<file path="src/rtl/dpe_pkg.sv">
// dpe_pkg: shared types, constants and micro-program of the permittivity evaluator
// depends on nothing; used by dpe_cdiv, dpe_dp, dpe_ctrl and dispersive_permittivity_eval

package dpe_pkg;

	localparam int DATA_W    = 32;
	localparam int FRAC_BITS = 16;
	localparam int MAX_TERMS = 16;
	localparam int IDX_W     = $clog2(MAX_TERMS);
	localparam int CNT_W     = IDX_W + 1;
	localparam int TCNT_W    = 5;
	localparam int PROD_W    = 2 * DATA_W;
	localparam int WIDE_W    = PROD_W + 2;
	localparam int QBITS     = DATA_W - 1;
	localparam int DIV_W     = PROD_W + QBITS;
	localparam int ROW_W     = 2 + 5 * DATA_W;
	localparam int PC_W      = 5;
	localparam int MSTEP_W   = 3;
	localparam int DSTEP_W   = $clog2(QBITS + 1);
	localparam int CFG_IDX_W = 2;

	localparam logic [DATA_W-1:0] S32_MAX = {1'b0, {(DATA_W-1){1'b1}}};
	localparam logic [DATA_W-1:0] S32_MIN = {1'b1, {(DATA_W-1){1'b0}}};
	localparam logic [DATA_W-1:0] Q_ONE   = DATA_W'(1) << FRAC_BITS;
	localparam logic signed [WIDE_W-1:0] WIDE_MAX = WIDE_W'(2147483647);
	localparam logic signed [WIDE_W-1:0] WIDE_MIN = -WIDE_MAX - WIDE_W'(1);

	// register indexes of the configuration port
	localparam logic [CFG_IDX_W-1:0] CFG_EPS_INF    = 2'd0;
	localparam logic [CFG_IDX_W-1:0] CFG_TERM_COUNT = 2'd1;

	// input opcodes and term kinds
	localparam logic OPC_LOAD = 1'b0;
	localparam logic OPC_EVAL = 1'b1;
	localparam logic [1:0] KIND_DEBYE   = 2'd0;
	localparam logic [1:0] KIND_DRUDE   = 2'd1;
	localparam logic [1:0] KIND_LORENTZ = 2'd2;
	localparam logic [1:0] KIND_CP      = 2'd3;

	typedef enum logic [2:0] {OP_MUL, OP_ADD, OP_SUB, OP_NEG, OP_CDIV} op_t;

	typedef enum logic [4:0] {
		R_ZERO, R_ONE, R_A, R_B, R_C, R_D, R_E, R_W, R_X, R_AO,
		R_NR, R_NI, R_DR, R_DI, R_R1, R_I1, R_SR, R_SI, R_QR, R_QI
	} reg_t;

	typedef struct packed {
		op_t  op;
		reg_t sa;
		reg_t sb;
		reg_t dst;
		logic last;
	} uinstr_t;

	typedef enum logic [1:0] {CS_IDLE, CS_CHECK, CS_RUN, CS_RESULT} ctrl_state_t;
	typedef enum logic [1:0] {DV_IDLE, DV_MUL, DV_CHECK, DV_DIV} div_state_t;

	typedef struct packed {
		logic             mem_we;
		logic             eval_init;
		logic             rd_en;
		logic [IDX_W-1:0] rd_addr;
		logic             issue;
		uinstr_t          ui;
		logic             emit;
	} cmd_t;

	typedef struct packed {
		logic              busy;
		logic [1:0]        kind;
		logic [TCNT_W-1:0] term_cnt;
	} status_t;

	// saturate a wide signed value to 32 bits, flag in the top bit
	function automatic logic [DATA_W:0] sat_w(input logic signed [WIDE_W-1:0] v);
		logic [DATA_W:0] r;
		if (v > WIDE_MAX) begin
			r = {1'b1, S32_MAX};
		end else if (v < WIDE_MIN) begin
			r = {1'b1, S32_MIN};
		end else begin
			r = {1'b0, v[DATA_W-1:0]};
		end
		return r;
	endfunction

	// sign and magnitude of a wrapped numerator; the pattern 2^63 counts as positive
	function automatic logic [PROD_W:0] num_mag(input logic [PROD_W-1:0] w);
		logic neg;
		logic [PROD_W-1:0] m;
		neg = w[PROD_W-1] && (|w[PROD_W-2:0]);
		m = neg ? (PROD_W'(0) - w) : w;
		return {neg, m};
	endfunction

	function automatic uinstr_t mk(input op_t op, input reg_t sa, input reg_t sb,
		input reg_t dst, input logic last);
		uinstr_t u;
		u.op = op;
		u.sa = sa;
		u.sb = sb;
		u.dst = dst;
		u.last = last;
		return u;
	endfunction

	// micro-program for one term, by kind and step
	function automatic uinstr_t ucode(input logic [1:0] kind, input logic [PC_W-1:0] pc);
		uinstr_t u;
		u = mk(OP_ADD, R_ZERO, R_ZERO, R_X, 1'b1);
		unique case (kind)
			KIND_DEBYE: begin
				case (pc)
					5'd0: u = mk(OP_MUL, R_W, R_B, R_X, 1'b0);
					5'd1: u = mk(OP_NEG, R_X, R_ZERO, R_DI, 1'b0);
					5'd2: u = mk(OP_ADD, R_A, R_ZERO, R_NR, 1'b0);
					5'd3: u = mk(OP_ADD, R_ZERO, R_ZERO, R_NI, 1'b0);
					5'd4: u = mk(OP_ADD, R_ONE, R_ZERO, R_DR, 1'b0);
					5'd5: u = mk(OP_CDIV, R_ZERO, R_ZERO, R_X, 1'b0);
					5'd6: u = mk(OP_ADD, R_SR, R_QR, R_SR, 1'b0);
					5'd7: u = mk(OP_ADD, R_SI, R_QI, R_SI, 1'b1);
					default: u = mk(OP_ADD, R_ZERO, R_ZERO, R_X, 1'b1);
				endcase
			end
			KIND_DRUDE: begin
				case (pc)
					5'd0: u = mk(OP_MUL, R_A, R_A, R_X, 1'b0);
					5'd1: u = mk(OP_NEG, R_X, R_ZERO, R_NR, 1'b0);
					5'd2: u = mk(OP_ADD, R_ZERO, R_ZERO, R_NI, 1'b0);
					5'd3: u = mk(OP_MUL, R_W, R_W, R_DR, 1'b0);
					5'd4: u = mk(OP_MUL, R_W, R_B, R_DI, 1'b0);
					5'd5: u = mk(OP_CDIV, R_ZERO, R_ZERO, R_X, 1'b0);
					5'd6: u = mk(OP_ADD, R_SR, R_QR, R_SR, 1'b0);
					5'd7: u = mk(OP_ADD, R_SI, R_QI, R_SI, 1'b1);
					default: u = mk(OP_ADD, R_ZERO, R_ZERO, R_X, 1'b1);
				endcase
			end
			KIND_LORENTZ: begin
				case (pc)
					5'd0: u = mk(OP_MUL, R_B, R_B, R_X, 1'b0);
					5'd1: u = mk(OP_MUL, R_A, R_X, R_NR, 1'b0);
					5'd2: u = mk(OP_ADD, R_ZERO, R_ZERO, R_NI, 1'b0);
					5'd3: u = mk(OP_MUL, R_W, R_W, R_DR, 1'b0);
					5'd4: u = mk(OP_SUB, R_X, R_DR, R_DR, 1'b0);
					5'd5: u = mk(OP_MUL, R_W, R_C, R_DI, 1'b0);
					5'd6: u = mk(OP_NEG, R_DI, R_ZERO, R_DI, 1'b0);
					5'd7: u = mk(OP_CDIV, R_ZERO, R_ZERO, R_X, 1'b0);
					5'd8: u = mk(OP_ADD, R_SR, R_QR, R_SR, 1'b0);
					5'd9: u = mk(OP_ADD, R_SI, R_QI, R_SI, 1'b1);
					default: u = mk(OP_ADD, R_ZERO, R_ZERO, R_X, 1'b1);
				endcase
			end
			KIND_CP: begin
				case (pc)
					5'd0:  u = mk(OP_MUL, R_A, R_B, R_AO, 1'b0);
					5'd1:  u = mk(OP_ADD, R_D, R_ZERO, R_NR, 1'b0);
					5'd2:  u = mk(OP_ADD, R_E, R_ZERO, R_NI, 1'b0);
					5'd3:  u = mk(OP_SUB, R_B, R_W, R_DR, 1'b0);
					5'd4:  u = mk(OP_NEG, R_C, R_ZERO, R_DI, 1'b0);
					5'd5:  u = mk(OP_CDIV, R_ZERO, R_ZERO, R_X, 1'b0);
					5'd6:  u = mk(OP_ADD, R_QR, R_ZERO, R_R1, 1'b0);
					5'd7:  u = mk(OP_ADD, R_QI, R_ZERO, R_I1, 1'b0);
					5'd8:  u = mk(OP_NEG, R_E, R_ZERO, R_NI, 1'b0);
					5'd9:  u = mk(OP_ADD, R_B, R_W, R_DR, 1'b0);
					5'd10: u = mk(OP_ADD, R_C, R_ZERO, R_DI, 1'b0);
					5'd11: u = mk(OP_CDIV, R_ZERO, R_ZERO, R_X, 1'b0);
					5'd12: u = mk(OP_ADD, R_R1, R_QR, R_X, 1'b0);
					5'd13: u = mk(OP_MUL, R_AO, R_X, R_X, 1'b0);
					5'd14: u = mk(OP_ADD, R_SR, R_X, R_SR, 1'b0);
					5'd15: u = mk(OP_ADD, R_I1, R_QI, R_X, 1'b0);
					5'd16: u = mk(OP_MUL, R_AO, R_X, R_X, 1'b0);
					5'd17: u = mk(OP_ADD, R_SI, R_X, R_SI, 1'b1);
					default: u = mk(OP_ADD, R_ZERO, R_ZERO, R_X, 1'b1);
				endcase
			end
		endcase
		return u;
	endfunction

endpackage

</file>
<file path="src/rtl/dpe_ctrl.sv">
// dpe_ctrl: sequencer that walks the term table and steps each term's micro-program
// depends on dpe_pkg; commands dpe_dp and reads its status

module dpe_ctrl (
	input  logic              clk,
	input  logic              arst_n,
	input  logic              in_valid,
	input  logic              in_opcode,
	input  logic              out_busy,
	input  dpe_pkg::status_t  st,
	output logic              in_ready,
	output dpe_pkg::cmd_t     cmd
);

	dpe_pkg::ctrl_state_t state_q, state_d;
	logic [dpe_pkg::CNT_W-1:0] t_q, t_d;
	logic [dpe_pkg::PC_W-1:0] pc_q, pc_d;
	logic terms_done;
	dpe_pkg::uinstr_t ui;

	// term count above the table size sums the whole table
	assign terms_done = (32'(t_q) >= 32'(st.term_cnt)) || (32'(t_q) >= dpe_pkg::MAX_TERMS);
	assign ui = dpe_pkg::ucode(st.kind, pc_q);

	always_ff @(posedge clk or negedge arst_n) begin
		if (!arst_n) begin
			state_q <= dpe_pkg::CS_IDLE;
			t_q     <= '0;
			pc_q    <= '0;
		end else begin
			state_q <= state_d;
			t_q     <= t_d;
			pc_q    <= pc_d;
		end
	end

	always_comb begin
		state_d  = state_q;
		t_d      = t_q;
		pc_d     = pc_q;
		in_ready = 1'b0;
		cmd      = '0;
		cmd.ui   = ui;
		unique case (state_q)
			dpe_pkg::CS_IDLE: begin
				in_ready = 1'b1;
				if (in_valid) begin
					if (in_opcode == dpe_pkg::OPC_EVAL) begin
						cmd.eval_init = 1'b1;
						t_d = '0;
						state_d = dpe_pkg::CS_CHECK;
					end else begin
						cmd.mem_we = 1'b1;
					end
				end
			end
			dpe_pkg::CS_CHECK: begin
				if (terms_done) begin
					state_d = dpe_pkg::CS_RESULT;
				end else begin
					cmd.rd_en = 1'b1;
					cmd.rd_addr = t_q[dpe_pkg::IDX_W-1:0];
					pc_d = '0;
					state_d = dpe_pkg::CS_RUN;
				end
			end
			dpe_pkg::CS_RUN: begin
				if (!st.busy) begin
					cmd.issue = 1'b1;
					if (ui.last) begin
						t_d = t_q + 1'b1;
						state_d = dpe_pkg::CS_CHECK;
					end else begin
						pc_d = pc_q + 1'b1;
					end
				end
			end
			dpe_pkg::CS_RESULT: begin
				if (!out_busy) begin
					cmd.emit = 1'b1;
					state_d = dpe_pkg::CS_IDLE;
				end
			end
		endcase
	end

endmodule

</file>
<file path="config.mk">
export PLATFORM = sky130hd
export DESIGN_NAME = dpe_ctrl
export DESIGN_NICKNAME = d
export VERILOG_FILES = /design/src/rtl/dpe_pkg.sv /design/src/rtl/dpe_ctrl.sv
export SDC_FILE = /design/constraint.sdc
export NUM_CORES = 1
export LEC_CHECK = 0
export BUFFER_PORTS_ARGS = -buffer_cell sky130_fd_sc_hd__buf_2
export CORE_MARGIN = 2
export CORE_UTILIZATION = 55
export CTS_CLUSTER_SIZE = 40
export DETAILED_ROUTE_END_ITERATION = 7
export PLACE_DENSITY = 0.79
export SYNTH_ARGS = -nofsm -noshare
export SYNTH_HDL_FRONTEND = slang
export SYNTH_SLANG_ARGS = --single-unit
</file>
<file path="constraint.sdc">
create_clock -name clk -period 2.85 [get_ports clk]
set_input_delay 0.1425 -clock clk [delete_from_list [all_inputs] [get_ports clk]]
set_output_delay 0.1425 -clock clk [all_outputs]
set_load 0.1 [all_outputs]
</file>
# Word level (Yosys, flattened, before mapping)
# Memories as Yosys holds them, arrays and structs flattened.
# Index checks and enable logic that the tools add are counted.
[word_totals] regBits=12 rom_bits=1192 input_bits=13 mem_count=4
[memory_table] name="(no name shown)" depth=32 word_bits=19 read_ports=1 rd_clocked_by_memory_dff=0 write_ports=0 line_no="dpe_pkg.sv:154" text="case (pc)"
[memory_table] name="(no name shown)" depth=16 word_bits=19 read_ports=1 rd_clocked_by_memory_dff=0 write_ports=0 line_no="dpe_pkg.sv:139" text="case (pc)"
[memory_table] name="(no name shown)" depth=8 word_bits=18 read_ports=1 rd_clocked_by_memory_dff=0 write_ports=0 line_no="dpe_pkg.sv:126" text="case (pc)"
[memory_table] name="(no name shown)" depth=8 word_bits=17 read_ports=1 rd_clocked_by_memory_dff=0 write_ports=0 line_no="dpe_pkg.sv:113" text="case (pc)"
[op_classes] n_addsub=2 order_cmp=2 n_eq_ne=13 muxes=31 reduce_logical=9
[op_table] cell="19-bit case mux with 4 select lines" n=1
[op_table] cell="19-bit 2-to-1 mux" n=3
[op_table] cell="5-bit 2-to-1 mux" n=9
[op_table] cell="5-bit case mux with 2 select lines" n=2
[op_table] cell="2-bit 2-to-1 mux" n=7
[op_table] cell="2-bit inequality test (second input constant)" n=7
[op_table] cell="5-bit by 1-bit adder with 5-bit output (second input constant)" n=2
[op_table] cell="5-bit AND reduction" n=2
[op_table] cell="2-bit == test (second input constant)" n=4
[op_table] cell="1-bit 2-to-1 mux" n=8
[op_table] cell="2-bit case mux with 4 select lines" n=1
[op_table] cell="2-bit logical NOT" n=3
[op_table] cell="5-bit greater-or-equal comparator" n=1
[op_table] cell="5-bit greater-or-equal comparator (second input constant)" n=1
[op_table] cell="2-bit by 1-bit == test with 1-bit output (second input constant)" n=2
[op_table] cell="4-bit AND reduction" n=1
[op_table] cell="2-bit nonzero test" n=2
[op_table] cell="1-bit logical OR" n=1

# Logic depth before layout (Yosys ltp)
[depth] depth_word=6 ltp_mapped=8 depth_no_buf=7

# Least setup slack after synthesis
# No wires, ideal clock.
[synth_timing] kind="register to output" start="reg pc_q[1] (netlist bit)" end="out cmd[8] (netlist bit)" arrival_ps=5022 required_time_ps=2707 path_slack_ps=-2314 stages_incl_launch_ff=7 n_path_buf=1 path_cell_list="dfrtp_1 -> clkinv_1 -> ha_1 -> clkbuf_1 -> nor2_1 -> a2bb2oi_1 -> o311ai_0"
[synth_rtl] element="start, declared" line_no="dpe_ctrl.sv:17" text="logic [dpe_pkg::PC_W-1:0] pc_q, pc_d;"
[synth_rtl] element="start signal, assigned" line_no="dpe_ctrl.sv:33" text="pc_q <= pc_d;"
[synth_rtl] element="end, declared" line_no="dpe_ctrl.sv:12" text="output dpe_pkg::cmd_t cmd"

==> results.ini <==
[synthesis]
synthTopCellsByArea = dfrtp_1, ha_1, o21ai_0
ys_ff_latch = 12
synth_top_area_share_pct = 16.2
syn_area_sq_um = 1850
synth_edf_count = 0
synth_area_per_cell_sq_um = 6.97
synthCells = 265
yosys_warnings = 0
ys.flop_type = dfrtp_1
synth_top_area_cell = dfrtp_1
syn-num-nets = 293
seq_area_frac_synth_pct = 16.2
yosysUniqueCellTypes = 54
async_flop_share_pct = 100

[routing]
ant_nets = 0
wl_per_cell_um = 18.0
via_per_inst = 6.68
vias = 2332
drc = 0
drt_wl_total_um = 6280
firstDrtPassIters = 5
first_iter_violations = 261

[hold_path]
hp-class = in -> reg

[timing]
finClkSkew_ps = 4.14
max-slew-margin-rel_pct = 60.5
setup_viol = 0
tightestPinTransition_ps = 589
totalNegativeSetupSlack_ps = 0
grt_setup_unrepaired = false
fmax_mhz = 374
period_share_pct = 93.8
period_needed_ps = 2670
maxSlewViolCount = 0
worst_hold_slack_ps = 103
hold_violations = 0

[global_route]
first_global_vias = 1868
track_usage_pct = 33.5
gr-total-overflow = 0
grt_max_degree = 22
grt_pass1_wl_um = 9380
antenna_found_initial = 0

[placed_design]
port-buffer-count = 41
dpl_cell_area_sq_um = 2280
dp_cells = 344
gp_congestion = 1.03
hpwl_um = 4740

[clocking]
cts_buffers = 3
cts_tree = yes
clock_latency_ps = 270
cts_max_level = 1
cts_buffer_depth = 2
cts-root-buf = clkbuf_4
cts_sinks = 12
cts.reportedPaths.clkPinSlew_ps = 80

[worst_setup_path]
crit_path_max_incr_delay_ps = 460
critPathBufInv = 5
crit_top_cell = buf_4
cp_slowest_cell = buf_2
cp.required_ps = 2710
end_kind = output pin
critical_path.max_fanout = 9
criticalPathCategory = reg -> out
start_kind = flop
cp_data_arrival_time_ps = 2530
critical-path-top-delay-family = buffers and inverters
path_cells = clkinv_1, buf_4, ha_2, inv_1, buf_4, o22ai_1, a32oi_1, o32ai_4, buf_2

[floorplanning]
start_util_pct = 56.3
die-height_um = 62.0
die_x_um = 62.0
die-area_sq_um = 3840
io_pins = 42
core_region_area_sq_um = 3280
placementRows = 21

[final_layout]
final_nets = 332
fin_cells = 349
stdcell_area_sq_um = 2340
drive_above_1_share_pct = 25.7
syn_to_final_growth_pct = 26.5
n_antenna_cell = 0

[power]
power_leakage_nw = 1.08
p_per_area_nw_per_um2 = 1200
ir_drop_mv = 1.09

[status]
status = finished, final reports clean

[job]
maxCapViolCount = 0

==> layout make-up <==
type | count | area [sq um]
Multi-Input combinational cell | 220 | 1530
Fill cell | 272 | 946
Timing Repair Buffer | 53 | 360
Sequential cell | 12 | 302
Tap cell | 46 | 57.6
Inverter | 14 | 52.6
Clock buffer | 4 | 36.3
==> worst reg2reg max path, cell delays in order, from the launching register on <==
cell and delay, ps:
dfrtp_1 390, buf_4 180, ha_1 340, ha_1 300, o31ai_4 340, o211ai_2 210
or3_1 380, a21oi_1 140
==> state kept, by name, indices dropped and copies added, names as in the netlist <==
name and count:
state_q 2, t_q 5, pc_q 5
==> synth_stat cells (2+ instances only) <==
master     n
o211ai_1   3
inv_1     13
mux2i_1    8
nand3_1    8
a21oi_1   22
nand2_1   27
a22oi_1    2
ha_1      15
o22ai_1    7
or3_1      6
clkbuf_1  12
o32ai_1    4
and2_1     3
buf_2      2
nor3b_1    2
buf_1      2
a211o_1    2
nor2b_1    4
and3_1     3
nor3_1     5
dfrtp_1   12
o21a_1     2
a21boi_0   2
a211oi_1   4
a31oi_1    7
a21o_1     4
nand4_1    2
o21ai_0   26
nor2_1    21
nand2b_1  11
==> power by group <==
| group | leakage [nW] | internal [mW] | switching, mW |
|---|---|---|---|
| combinational | 0.895 | 0.623 | 1.73 |
| clock | 0.0210 | 0.0777 | 0.0573 |
| sequential | 0.159 | 0.216 | 0.110 |
| total | 1.08 | 0.917 | 1.90 |
==> layout by cell type (no fill, tap or decap), types with 2 or more instances in the layout <==
cell type	instances
buf_2	36
nand2_1	27
a21oi_1	22
o21ai_0	20
nor2_1	19
ha_1	14
inv_1	13
nand2b_1	11
dfrtp_1	11
buf_4	11
nand3_1	8
mux2i_1	8
o22ai_1	7
or3_1	6
a31oi_1	5
nor3_1	5
a21o_1	4
o21ai_1	4
clkbuf_4	4
buf_12	4
and3_1	3
nor2b_1	3
a211oi_1	3
o211ai_1	3
and2_2	2
nor3b_1	2
o31ai_4	2
a211o_1	2
o21ai_2	2
a21boi_0	2
a31oi_4	2
a22oi_1	2
o32ai_2	2
o21a_1	2
nand4_1	2
==> stage by stage <==
stage / setup slack, ps / power [mW] / util (%)
floorplan: -700 / 2.13 / -
global placement: 332 / 2.62 / 69.4
detailed placement: 295 / 2.62 / 69.4
CTS: 30.3 / 2.77 / 71.0
global route: 3.77 / 2.95 / 71.2
finish: 177 / 2.82 / 71.2
==> kinds of logic (layout without fill, tap and decap cells) <==
kind of cell / after synthesis / in the layout / synth area share [%]
compound gates: 100 / 100 / 35.7
simple gates: 97 / 97 / 26.0
buf+inv: 33 / 71 / 7.52
fa+ha+maj: 15 / 15 / 10.2
flops: 12 / 12 / 16.2
mux: 8 / 8 / 4.33
==> timing repair <==
action | 4_1_cts | 5_1_grt
buffers inserted | 0 | 0
endpoints found under the setup margin | 2 | 10
gates resized for setup | 1 | 4
hold buffers | 1 | 0
hold endpoints to repair | 12 | 0
==> final timing paths <==
check,slack (ps),endpoint,start,depth (start not counted)
worst max-delay path,180,cmd[3],pc_q[1],9
worst min-delay path,100,state_q[0],out_busy,3
worst max register to register,500,pc_q[3],pc_q[1],7
worst min register to register,590,t_q[4],t_q[4],2
max in group asynchronous,2330,pc_q[0],arst_n,2
min in group asynchronous,290,pc_q[2],arst_n,2
==> layer usage <==
metal | track usage, % | part of all wire (%) | vias to the layer above
met2 | 44.5 | 43 | 181
met1 | 53.7 | 43 | 1075
met5 | 0 | 0 | -
met3 | 7.25 | 12 | 18
met4 | 7.60 | 2.0 | 0
li1 | - | - | 1058
Power figures use the tool's default switching activity.
